==> src/sv/dlq_pkg.sv <==
package dlq_pkg;

    // Command codes carried in the cmd field of an input word.
    localparam logic [1:0] CMD_UPLOAD   = 2'd0;
    localparam logic [1:0] CMD_TICK     = 2'd1;
    localparam logic [1:0] CMD_DOWNLOAD = 2'd2;

    // Packet types below this value have a counter of their own.
    localparam logic [2:0] NUM_COUNTED_TYPES = 3'd4;

    localparam int DEFAULT_QUEUE_DEPTH = 16;

    localparam logic [15:0] LINK_DELAY_RESET = 16'd1;

    // Ages are stored biased by one so that a fresh upload from end A (age -1)
    // is zero. The biased age saturates at 65536, which is age 65535.
    localparam logic [16:0] AGE_P1_MAX  = 17'h10000;
    localparam logic [16:0] AGE_P1_ENDA = 17'd0;
    localparam logic [16:0] AGE_P1_ENDB = 17'd1;

    typedef struct packed {
        logic [1:0]  cmd;
        logic        side;
        logic [15:0] pkt_handle;
        logic [2:0]  pkt_type;
    } t_in_word;

    typedef struct packed {
        logic        ok;
        logic [15:0] out_handle;
        logic [2:0]  out_type;
        logic [31:0] request_count;
        logic [31:0] reply_count;
        logic [31:0] data_count;
        logic [31:0] ack_count;
    } t_out_word;

    // One queue slot as held in the slot memory.
    typedef struct packed {
        logic [2:0]  pkt_type;
        logic [15:0] pkt_handle;
        logic [16:0] age_p1;
    } t_slot;

    // Commands from the controller to the datapath.
    typedef struct packed {
        logic capture;
        logic push;
        logic rd_slot;
        logic tick_wr;
        logic pop;
        logic res_set;
        logic res_ok;
        logic res_deliver;
        logic out_load;
    } t_dp_ctl;

    // Status from the datapath to the controller.
    typedef struct packed {
        logic [1:0] cmd;
        logic       q_empty;
        logic       q_full;
        logic       head_ripe;
        logic       tick_done;
    } t_dp_stat;

endpackage

==> src/sv/dlq_datapath.sv <==
module dlq_datapath import dlq_pkg::*; #(
    parameter int QUEUE_DEPTH = DEFAULT_QUEUE_DEPTH
) (
    input  logic        i_clk,
    input  logic        i_rst_n,
    input  t_in_word    i_in_word,
    input  logic        i_cfg_wr_en,
    input  logic [15:0] i_cfg_wr_data,
    input  t_dp_ctl     i_ctl,
    output t_dp_stat    o_stat,
    output t_out_word   o_out_word
);

    localparam int PTR_W     = $clog2(QUEUE_DEPTH);
    localparam int CNT_W     = $clog2(QUEUE_DEPTH + 1);
    localparam int MEM_DEPTH = 2 ** (PTR_W + 1);
    localparam logic [PTR_W:0]   DEPTH_S = (PTR_W + 1)'(QUEUE_DEPTH);
    localparam logic [CNT_W-1:0] FULL_C  = CNT_W'(QUEUE_DEPTH);

    // Reduce a sum below twice the depth to a slot index.
    function automatic logic [PTR_W-1:0] f_wrap(input logic [PTR_W:0] s);
        if (s >= DEPTH_S) begin
            return PTR_W'(s - DEPTH_S);
        end
        return s[PTR_W-1:0];
    endfunction

    t_in_word         r_item;
    logic [15:0]      r_link_delay;
    logic [PTR_W-1:0] r_head [2];
    logic [CNT_W-1:0] r_fill [2];
    logic [CNT_W-1:0] r_k;
    logic [31:0]      r_cnt [4];
    t_slot            r_mem [MEM_DEPTH];
    t_slot            r_rd_data;
    logic [PTR_W:0]   r_wr_addr;
    logic             r_res_ok;
    logic [15:0]      r_res_handle;
    logic [2:0]       r_res_type;
    t_out_word        r_out;

    logic             q;
    logic [PTR_W-1:0] rd_slot;
    logic [PTR_W-1:0] tail_slot;
    logic [PTR_W:0]   rd_addr;
    logic [PTR_W:0]   wr_addr;
    logic             wr_en;
    t_slot            wr_data;
    logic [PTR_W-1:0] head_next;

    // Uploads go into the queue the acting end sends on; ticks and downloads
    // work on the queue the acting end receives from.
    assign q = (r_item.cmd == CMD_UPLOAD) ? r_item.side : ~r_item.side;

    assign rd_slot   = f_wrap({1'b0, r_head[q]} + {1'b0, r_k[PTR_W-1:0]});
    assign tail_slot = f_wrap({1'b0, r_head[q]} + {1'b0, r_fill[q][PTR_W-1:0]});
    assign rd_addr   = {q, rd_slot};
    assign head_next = (r_head[q] == PTR_W'(QUEUE_DEPTH - 1)) ? '0 : r_head[q] + 1'b1;

    always_comb begin
        wr_en   = i_ctl.push | i_ctl.tick_wr;
        wr_addr = r_wr_addr;
        wr_data = r_rd_data;
        if (i_ctl.push) begin
            wr_addr            = {q, tail_slot};
            wr_data.pkt_type   = r_item.pkt_type;
            wr_data.pkt_handle = r_item.pkt_handle;
            wr_data.age_p1     = r_item.side ? AGE_P1_ENDB : AGE_P1_ENDA;
        end else if (r_rd_data.age_p1 != AGE_P1_MAX) begin
            wr_data.age_p1 = r_rd_data.age_p1 + 17'd1;
        end
    end

    always_ff @(posedge i_clk) begin
        if (wr_en) begin
            r_mem[wr_addr] <= wr_data;
        end
        if (i_ctl.rd_slot) begin
            r_rd_data <= r_mem[rd_addr];
            r_wr_addr <= rd_addr;
        end
        if (i_ctl.capture) begin
            r_item <= i_in_word;
        end
        if (i_ctl.res_set) begin
            r_res_ok     <= i_ctl.res_ok;
            r_res_handle <= i_ctl.res_deliver ? r_rd_data.pkt_handle : 16'd0;
            r_res_type   <= i_ctl.res_deliver ? r_rd_data.pkt_type : 3'd0;
        end
        if (i_ctl.out_load) begin
            r_out.ok            <= r_res_ok;
            r_out.out_handle    <= r_res_handle;
            r_out.out_type      <= r_res_type;
            r_out.request_count <= r_cnt[0];
            r_out.reply_count   <= r_cnt[1];
            r_out.data_count    <= r_cnt[2];
            r_out.ack_count     <= r_cnt[3];
        end
    end

    always_ff @(posedge i_clk) begin
        if (!i_rst_n) begin
            r_link_delay <= LINK_DELAY_RESET;
            r_head       <= '{default: '0};
            r_fill       <= '{default: '0};
            r_cnt        <= '{default: '0};
            r_k          <= '0;
        end else begin
            if (i_cfg_wr_en) begin
                r_link_delay <= i_cfg_wr_data;
            end
            if (i_ctl.capture) begin
                r_k <= '0;
            end else if (i_ctl.rd_slot) begin
                r_k <= r_k + 1'b1;
            end
            if (i_ctl.push) begin
                r_fill[q] <= r_fill[q] + 1'b1;
                if (r_item.pkt_type < NUM_COUNTED_TYPES) begin
                    r_cnt[r_item.pkt_type[1:0]] <= r_cnt[r_item.pkt_type[1:0]] + 32'd1;
                end
            end
            if (i_ctl.pop) begin
                r_fill[q] <= r_fill[q] - 1'b1;
                r_head[q] <= head_next;
            end
        end
    end

    assign o_stat.cmd       = r_item.cmd;
    assign o_stat.q_empty   = (r_fill[q] == '0);
    assign o_stat.q_full    = (r_fill[q] == FULL_C);
    assign o_stat.head_ripe = (r_rd_data.age_p1 > {1'b0, r_link_delay});
    assign o_stat.tick_done = (r_k == r_fill[q]);
    assign o_out_word       = r_out;

endmodule

==> src/sv/dlq_ctrl.sv <==
module dlq_ctrl import dlq_pkg::*; (
    input  logic     i_clk,
    input  logic     i_rst_n,
    input  logic     i_in_valid,
    output logic     o_in_stall,
    output logic     o_out_valid,
    input  logic     i_out_stall,
    input  t_dp_stat i_stat,
    output t_dp_ctl  o_ctl
);

    typedef enum logic [2:0] {
        S_IDLE,
        S_EXEC,
        S_TICK,
        S_POP,
        S_DONE
    } t_state;

    t_state r_state;
    logic   r_out_valid;

    always_comb begin
        o_ctl = '0;
        unique case (r_state)
            S_IDLE: begin
                o_ctl.capture = i_in_valid;
            end
            S_EXEC: begin
                unique case (i_stat.cmd)
                    CMD_UPLOAD: begin
                        o_ctl.push    = !i_stat.q_full;
                        o_ctl.res_set = 1'b1;
                        o_ctl.res_ok  = !i_stat.q_full;
                    end
                    CMD_TICK, CMD_DOWNLOAD: begin
                        o_ctl.rd_slot = !i_stat.q_empty;
                        o_ctl.res_set = i_stat.q_empty;
                    end
                    default: begin
                        o_ctl.res_set = 1'b1;
                    end
                endcase
            end
            S_TICK: begin
                // Write back the slot read last cycle and read the next one.
                o_ctl.tick_wr = 1'b1;
                o_ctl.rd_slot = !i_stat.tick_done;
                o_ctl.res_set = i_stat.tick_done;
                o_ctl.res_ok  = 1'b1;
            end
            S_POP: begin
                o_ctl.res_set     = 1'b1;
                o_ctl.pop         = i_stat.head_ripe;
                o_ctl.res_ok      = i_stat.head_ripe;
                o_ctl.res_deliver = i_stat.head_ripe;
            end
            S_DONE: begin
                o_ctl.out_load = !r_out_valid || !i_out_stall;
            end
            default: begin
                o_ctl = '0;
            end
        endcase
    end

    always_ff @(posedge i_clk) begin
        if (!i_rst_n) begin
            r_state     <= S_IDLE;
            r_out_valid <= 1'b0;
        end else begin
            if (o_ctl.out_load) begin
                r_out_valid <= 1'b1;
            end else if (!i_out_stall) begin
                r_out_valid <= 1'b0;
            end
            unique case (r_state)
                S_IDLE: begin
                    if (o_ctl.capture) begin
                        r_state <= S_EXEC;
                    end
                end
                S_EXEC: begin
                    if (o_ctl.res_set) begin
                        r_state <= S_DONE;
                    end else if (i_stat.cmd == CMD_TICK) begin
                        r_state <= S_TICK;
                    end else begin
                        r_state <= S_POP;
                    end
                end
                S_TICK: begin
                    if (i_stat.tick_done) begin
                        r_state <= S_DONE;
                    end
                end
                S_POP: begin
                    r_state <= S_DONE;
                end
                S_DONE: begin
                    if (o_ctl.out_load) begin
                        r_state <= S_IDLE;
                    end
                end
                default: begin
                    r_state <= S_IDLE;
                end
            endcase
        end
    end

    assign o_in_stall  = (r_state != S_IDLE);
    assign o_out_valid = r_out_valid;

endmodule

==> src/sv/duplex_link_delay_queue.sv <==
// Two-way link delay queue. Each direction of the link is a FIFO of
// QUEUE_DEPTH packet slots, and every slot carries an age counted in
// propagation ticks. An upload from end A enters the A-to-B queue with age -1,
// an upload from end B enters the B-to-A queue with age 0, and an accepted
// upload of type route request, route reply, data or ack bumps its 32-bit
// wrapping counter. A tick for one end ages every packet that end receives,
// saturating at 65535, and a download for one end delivers the head packet of
// its receive queue once that packet's age has reached link_delay. Every input
// word yields exactly one output word, which carries the counter values after
// the command. The block works on one word at a time: an upload or an unused
// command goes through decode and the result hand-off, a download also through
// the head check and a tick also through the aging loop between them, unless
// the queue is empty. The ages live in a single slot memory with one read and
// one write port and are read, incremented and written back one slot per
// cycle. A result waits in an output register, so a stalled consumer holds
// the block in its final step without losing the word. The link_delay
// register resets to 1 and may be written only while the block is idle. No
// clearing pass is needed after reset.
module duplex_link_delay_queue import dlq_pkg::*; #(
    parameter int QUEUE_DEPTH = DEFAULT_QUEUE_DEPTH
) (
    input  logic        i_clk,
    input  logic        i_rst_n,
    input  logic        i_in_valid,
    output logic        o_in_stall,
    input  t_in_word    i_in_word,
    output logic        o_out_valid,
    input  logic        i_out_stall,
    output t_out_word   o_out_word,
    input  logic        i_cfg_wr_en,
    input  logic [15:0] i_cfg_wr_data
);

    // Commands and status between the sequencer and the queue datapath.
    t_dp_ctl  ctl;
    t_dp_stat stat;

    // The sequencer owns both handshakes and steps each command through
    // decode, the per-slot aging loop or the head check, and the result hand-off.
    dlq_ctrl u_ctrl (
        .i_clk       (i_clk),
        .i_rst_n     (i_rst_n),
        .i_in_valid  (i_in_valid),
        .o_in_stall  (o_in_stall),
        .o_out_valid (o_out_valid),
        .i_out_stall (i_out_stall),
        .i_stat      (stat),
        .o_ctl       (ctl)
    );

    // The datapath holds the slot memory for both directions, the head
    // pointers and fill counts, the type counters and the output register.
    dlq_datapath #(
        .QUEUE_DEPTH (QUEUE_DEPTH)
    ) u_dp (
        .i_clk         (i_clk),
        .i_rst_n       (i_rst_n),
        .i_in_word     (i_in_word),
        .i_cfg_wr_en   (i_cfg_wr_en),
        .i_cfg_wr_data (i_cfg_wr_data),
        .i_ctl         (ctl),
        .o_stat        (stat),
        .o_out_word    (o_out_word)
    );

endmodule

==> config.mk <==
export PLATFORM = sky130hd
export DESIGN_NAME = duplex_link_delay_queue
export DESIGN_NICKNAME = d
export VERILOG_FILES = /design/src/sv/dlq_pkg.sv /design/src/sv/dlq_datapath.sv /design/src/sv/dlq_ctrl.sv /design/src/sv/duplex_link_delay_queue.sv
export SDC_FILE = /design/constraint.sdc
export NUM_CORES = 2
export LEC_CHECK = 0
export BUFFER_PORTS_ARGS = -buffer_cell sky130_fd_sc_hd__buf_2
export CORE_MARGIN = 1
export CORE_UTILIZATION = 30
export DETAILED_ROUTE_END_ITERATION = 12
export HOLD_SLACK_MARGIN = 0.15
export SETUP_SLACK_MARGIN = 0.1
export SYNTH_ARGS = -nofsm -noshare
export SYNTH_HDL_FRONTEND = slang
export SYNTH_HIERARCHICAL = 1
export SYNTH_SLANG_ARGS = --single-unit
export TNS_END_PERCENT = 30
==> constraint.sdc <==
create_clock -name i_clk -period 9.01 [get_ports i_clk]
set_clock_uncertainty 0.1 [all_clocks]
set_input_delay 0.901 -clock i_clk [delete_from_list [all_inputs] [get_ports i_clk]]
set_output_delay 0.901 -clock i_clk [all_outputs]
set_load 0.01 [all_outputs]
; Word level (Yosys, flattened, before mapping)
; Memories as Yosys holds them, arrays and structs flattened. A register that Yosys moved wholly into a read port is not among the register bits.
; Cells that the tools add are included.
[totals]
regBits = 366
ramBits = 1152
in_bits = 43
word_cells = 136
n_memories = 1
[op_classes]
add_sub_neg = 10
n_lt_le_gt_ge = 8
eq_ne = 14
muxes = 55
bitwise = 5
reduce_logical = 16
[memory_table]
columns = name, words, word_bits, read_ports, rd_ports_with_merged_regs, wr, line_no
row1 = u_dp.r_mem, 32, 36, 1, 1, 1, dlq_datapath.sv:34  ; t_slot r_mem [MEM_DEPTH];
[ops]
columns = op, count
row1 = $bwmux W128, 1
row2 = $mux W32, 3
row3 = $bmux W32 S2, 1
row4 = $demux W32 S2, 1
row5 = $mux W4, 9
row6 = $mux W17, 2
row7 = $add A32 B1 Y32 const B, 1
row8 = $mux W10, 3
row9 = $mux W5, 5
row10 = $bwmux W10, 2
row11 = $mux W19, 1
row12 = $add A17 B1 Y17 const B, 1
row13 = $gt A17 B16 Y1, 1
row14 = $mux W1, 17
row15 = $ne A17 B17 Y1 const B, 1
row16 = $pmux W3 S5, 1
row17 = $mux W3, 4
row18 = $add A4 B4 Y5, 2
row19 = $add A5 B1 Y5 const B, 2
row20 = $ge A5 B5 Y1 const B, 2
row21 = $bwmux W8, 1
row22 = $sub A4 B1 Y4 const B, 2
row23 = $eq A3 B2 Y1 const B, 2
row24 = $pmux W2 S3, 1
row25 = other kinds (33), 42

; Logic depth before layout (Yosys ltp)
[logic_depth]
ltp_word = 14
depth_mapped = 19
depth_no_buf = 17

; Cells and area by module
; Netlist, hierarchy kept.
[by_module_without_submodules]
columns = mod, n_inst, cells_per_inst, area_per_inst_um2
row1 = dlq_datapath, 1, 2918, 59585.9
row2 = dlq_ctrl, 1, 45, 326.6

; Least setup slack after synthesis
; No wires, ideal clock.
[synth_path]
kind = in2reg
from = input port i_out_stall
to = register u_dp.r_out, in the netlist u_dp/o_out_word[0], enable pin
setup_time_ns = 0.705
t_arrival_ns = 8.037
required_time_ns = 8.205
slack_ns = 0.168
path_stages = 1
path_buffers = 0
path_cell_list = a21oi_1
[synth_via]
elab_chain_len = 3
[synth_lines]
columns = element, line_no
row1 = start: declaration, duplex_link_delay_queue.sv:28  ; input logic i_out_stall,
row2 = $logic_not A1 Y1, dlq_ctrl.sv:59  ; o_ctl.out_load = !r_out_valid || !i_out_stall;
row3 = $logic_or A1 B1 Y1, dlq_ctrl.sv:59
row4 = $mux W1, dlq_ctrl.sv:25  ; unique case (r_state)
row5 = end: declaration, dlq_datapath.sv:40  ; t_out_word r_out;
; Every way passes these cells.
; A chain may end at the register's enable or synchronous reset.

==> impl_metrics.toml <==
[run_status]
outcome = "completed"

[synthesis]
yosys_most_used_dff = "edfxtp_1"
post-synth-top-area-cell = "edfxtp_1"
synth.avg_cell_area_um2 = 20.2
synth_nets = 3037
synth_area_leaders = "edfxtp_1 69%, mux4_2 14%, dfxtp_1 5.7%, mux2_2 1.1%, nor2_1 0.93%"
synth_top_area_share_pct = 69.3
synth_edf_count = 1383
async_flop_share_pct = 0
ys_seq_area_share_pct = 75.0
synth_cell_types = 63
ys_ff_latch = 1554
synth.yosys.warnings = 6
syn-cell-area_um2 = 59900
netlist_instances = 2963

[timing]
fin_crit_ps = 6330
slew_headroom_pct = 11.9
slew_viol_final = 0
finalSetupViolations = 0
rsz0062_at_grt = "false"
post-route-period-util_pct = 70.3
fmax_ghz = 0.158
tightest_slew_ps = 1320
hold_violations = 0
fin_setup_tns_ps = 0

[grt]
gr-total-overflow = 0
grt_pass1_vias = 29700
grt_pass1_wl_um = 210000
grtUsageTotal_pct = 14.2
antenna_found_initial = 18
grt_max_degree = 154

[place]
placedCellCount = 5715
io_buffers = 192
place_congestion = 0.771
dp.final_hpwl_um = 82700

[pwr]
irDropWorstVdd_uv = 210
p_per_area_nw_per_um2 = 209
leakage_nw = 22.1
power_w = 0.0145

[clock_network]
clkSlewWorstSetupHoldPaths_ps = 60
cts_resized = 0
cts_buffers = 155
post_cts_buffers = 0
worstSkewPairLatency_ps = 770
root_buffer = "clkbuf_16"
cts_tree = "yes"
clockBufferDepth = 3
clock_sinks = 1554
htree_num_levels = 4

[job]
max_cap_violations = 0

[final_layout]
area_growth_pct = 15.9
fin_nets = 3312
utilization_pct = 35.1
layout-drive-gt1-share_pct = 29.2
fin_cells = 6000

[die]
floorplan.initialDensity_pct = 30.3
dieHeight_um = 449
rows = 163
die_w_um = 449
coreArea_um2 = 198000
io_pins = 193
fp.dieArea_um2 = 201000

[critical_path]
end_kind = "flip-flop"
startpoint = "u_dp/r_item[19]$_DFFE_PP_"
reg2reg_from = "u_dp/r_item[19]$_DFFE_PP_"
critPathLaunchType = "flip-flop"
crit_type = "reg -> reg"
crit_required_ps = 9310
worstPathArrival_ps = 6630
worst-path-max-fanout = 47

[route]
routed_via_density = 4.90
ant_nets = 0
vias = 29400
drc_errors = 0
drt_wl_total_um = 144000
drtPass1Iterations = 7
drtIter0Drc = 2789
wl_per_cell_um = 24.1

[hold_path]
hold_start = "i_in_word[11]"
hold_path.class = "in -> reg"
[repair_timing]
action,4_1_cts,5_1_grt
setup endpoints to repair,0,0
endpoints found under the hold margin,6,0
hold buffers,6,0
[flip-flops by register name, summed over array words and instances, names as in the netlist]
signal,cells
u_dp/r_res_type,3
u_dp/r_fill,10
u_dp/r_link_delay,16
u_ctrl/o_out_valid,1
u_dp/r_k,5
u_dp/o_out_word,148
u_dp/o_stat,2
u_dp/r_rd_data,36
u_dp/r_cnt,128
u_dp/r_head,8
u_dp/r_res_handle,16
u_dp/r_wr_addr,5
u_dp/r_res_ok,1
u_dp/r_mem,1152
u_ctrl/r_state,3
u_dp/r_item,20
[routing by layer]
layer  global-route usage, %  share of wire [%]  vias to the layer above  wire length (um)
met5                       0              0.024                        -                35
met3                    3.46                7.1                      187             10300
met4                    3.37                1.9                        8              2730
li1                        -                  -                    12700                 -
met1                    19.3                 43                    15500             61900
met2                    22.9                 48                     1013             69500
[synthesized netlist by cell type (12+ instances only)]
cell type and instances:
mux4_2 384, xor2_1 42, inv_1 39, clkbuf_1 110, nand3_1 21, mux2_2 57, buf_1 25, a211oi_1 39
dfxtp_1 171, ha_1 30, xnor2_1 27, o21ai_0 109, nand4_1 16, edfxtp_1 1383, and3_1 15, and2_1 27
buf_2 12, a21oi_1 108, mux2i_1 23, nor2_1 149, nand2_1 63
[cells by family after synthesis]
| logic type | share of synthesized area [%] |
|---|---|
| AND/OR/NAND/NOR | 2.88 |
| buffers and inverters | 1.30 |
| multiplexers | 16.3 |
| flip-flops | 75.0 |
| AO/OA/AOI/OAI | 2.75 |
| adder cells (fa/ha/maj) | 0.660 |
| XOR/XNOR | 1.04 |
[critical path, cell delays in order, from the launching register on]
cell      delay, ps
edfxtp_1        440
or3_1           490
nand2_4         620
inv_2           340
mux2_2          380
inv_1           120
ha_1            220
o21ai_0         160
nor2_1           90
nand4b_1        270
inv_2           550
nand4b_1        190
a311oi_1        260
a211o_1         290
nand2_1         350
nor2_4          460
buf_4           580
[cell type report]
cell class,instances,area (um^2)
fill,18300,128000
sequential,1554,45000
multi-input combinational,1215,14600
clock buffer,199,4180
tap,2640,3300
timing repair buffer,272,1630
clock inverter,79,672
inverter,40,150
antenna,1,2.50
[power breakdown]
group	total, W	internal, W	switching [W]
logic	0.000408	0.000140	0.000267
clock network	0.00620	0.00349	0.00271
registers	0.00789	0.00786	0.0000270
total	0.0145	0.0115	0.00301
[final timing paths]
kind                                                        to  slack [ps]  cells after the start
worst max-delay path               u_dp/r_mem[4][26]$_DFFE_PP_        2680                     16
worst min-delay path                 u_dp/r_item[11]$_DFFE_PP_         210                      1
worst min register to register  u_dp/o_out_word[144]$_DFFE_PP_         320                      0
worst max register to register     u_dp/r_mem[4][26]$_DFFE_PP_        2680                     16
[metrics by stage]
step / worst slack, ps / instance area, um^2 / hold slack [ps]
floorplan: 168 / 59900 / 300
global placement: 2780 / 64500 / 304
detailed placement: 2740 / 64500 / 307
CTS: 2700 / 69400 / 150
global route: 2230 / 69400 / 161
finish: 2680 / 69400 / 207
[cell usage in the layout (no fill, tap or decap), drive strengths merged, types with 45 or more instances in the layout]
cell type     n
inv          45
mux4        392
a21oi       110
clkinv       63
mux2         58
nand2        65
clkbuf      199
nor2        149
buf         266
edfxtp     1383
o21ai       110
dfxtp       171
Power figures use the tool's default switching activity.
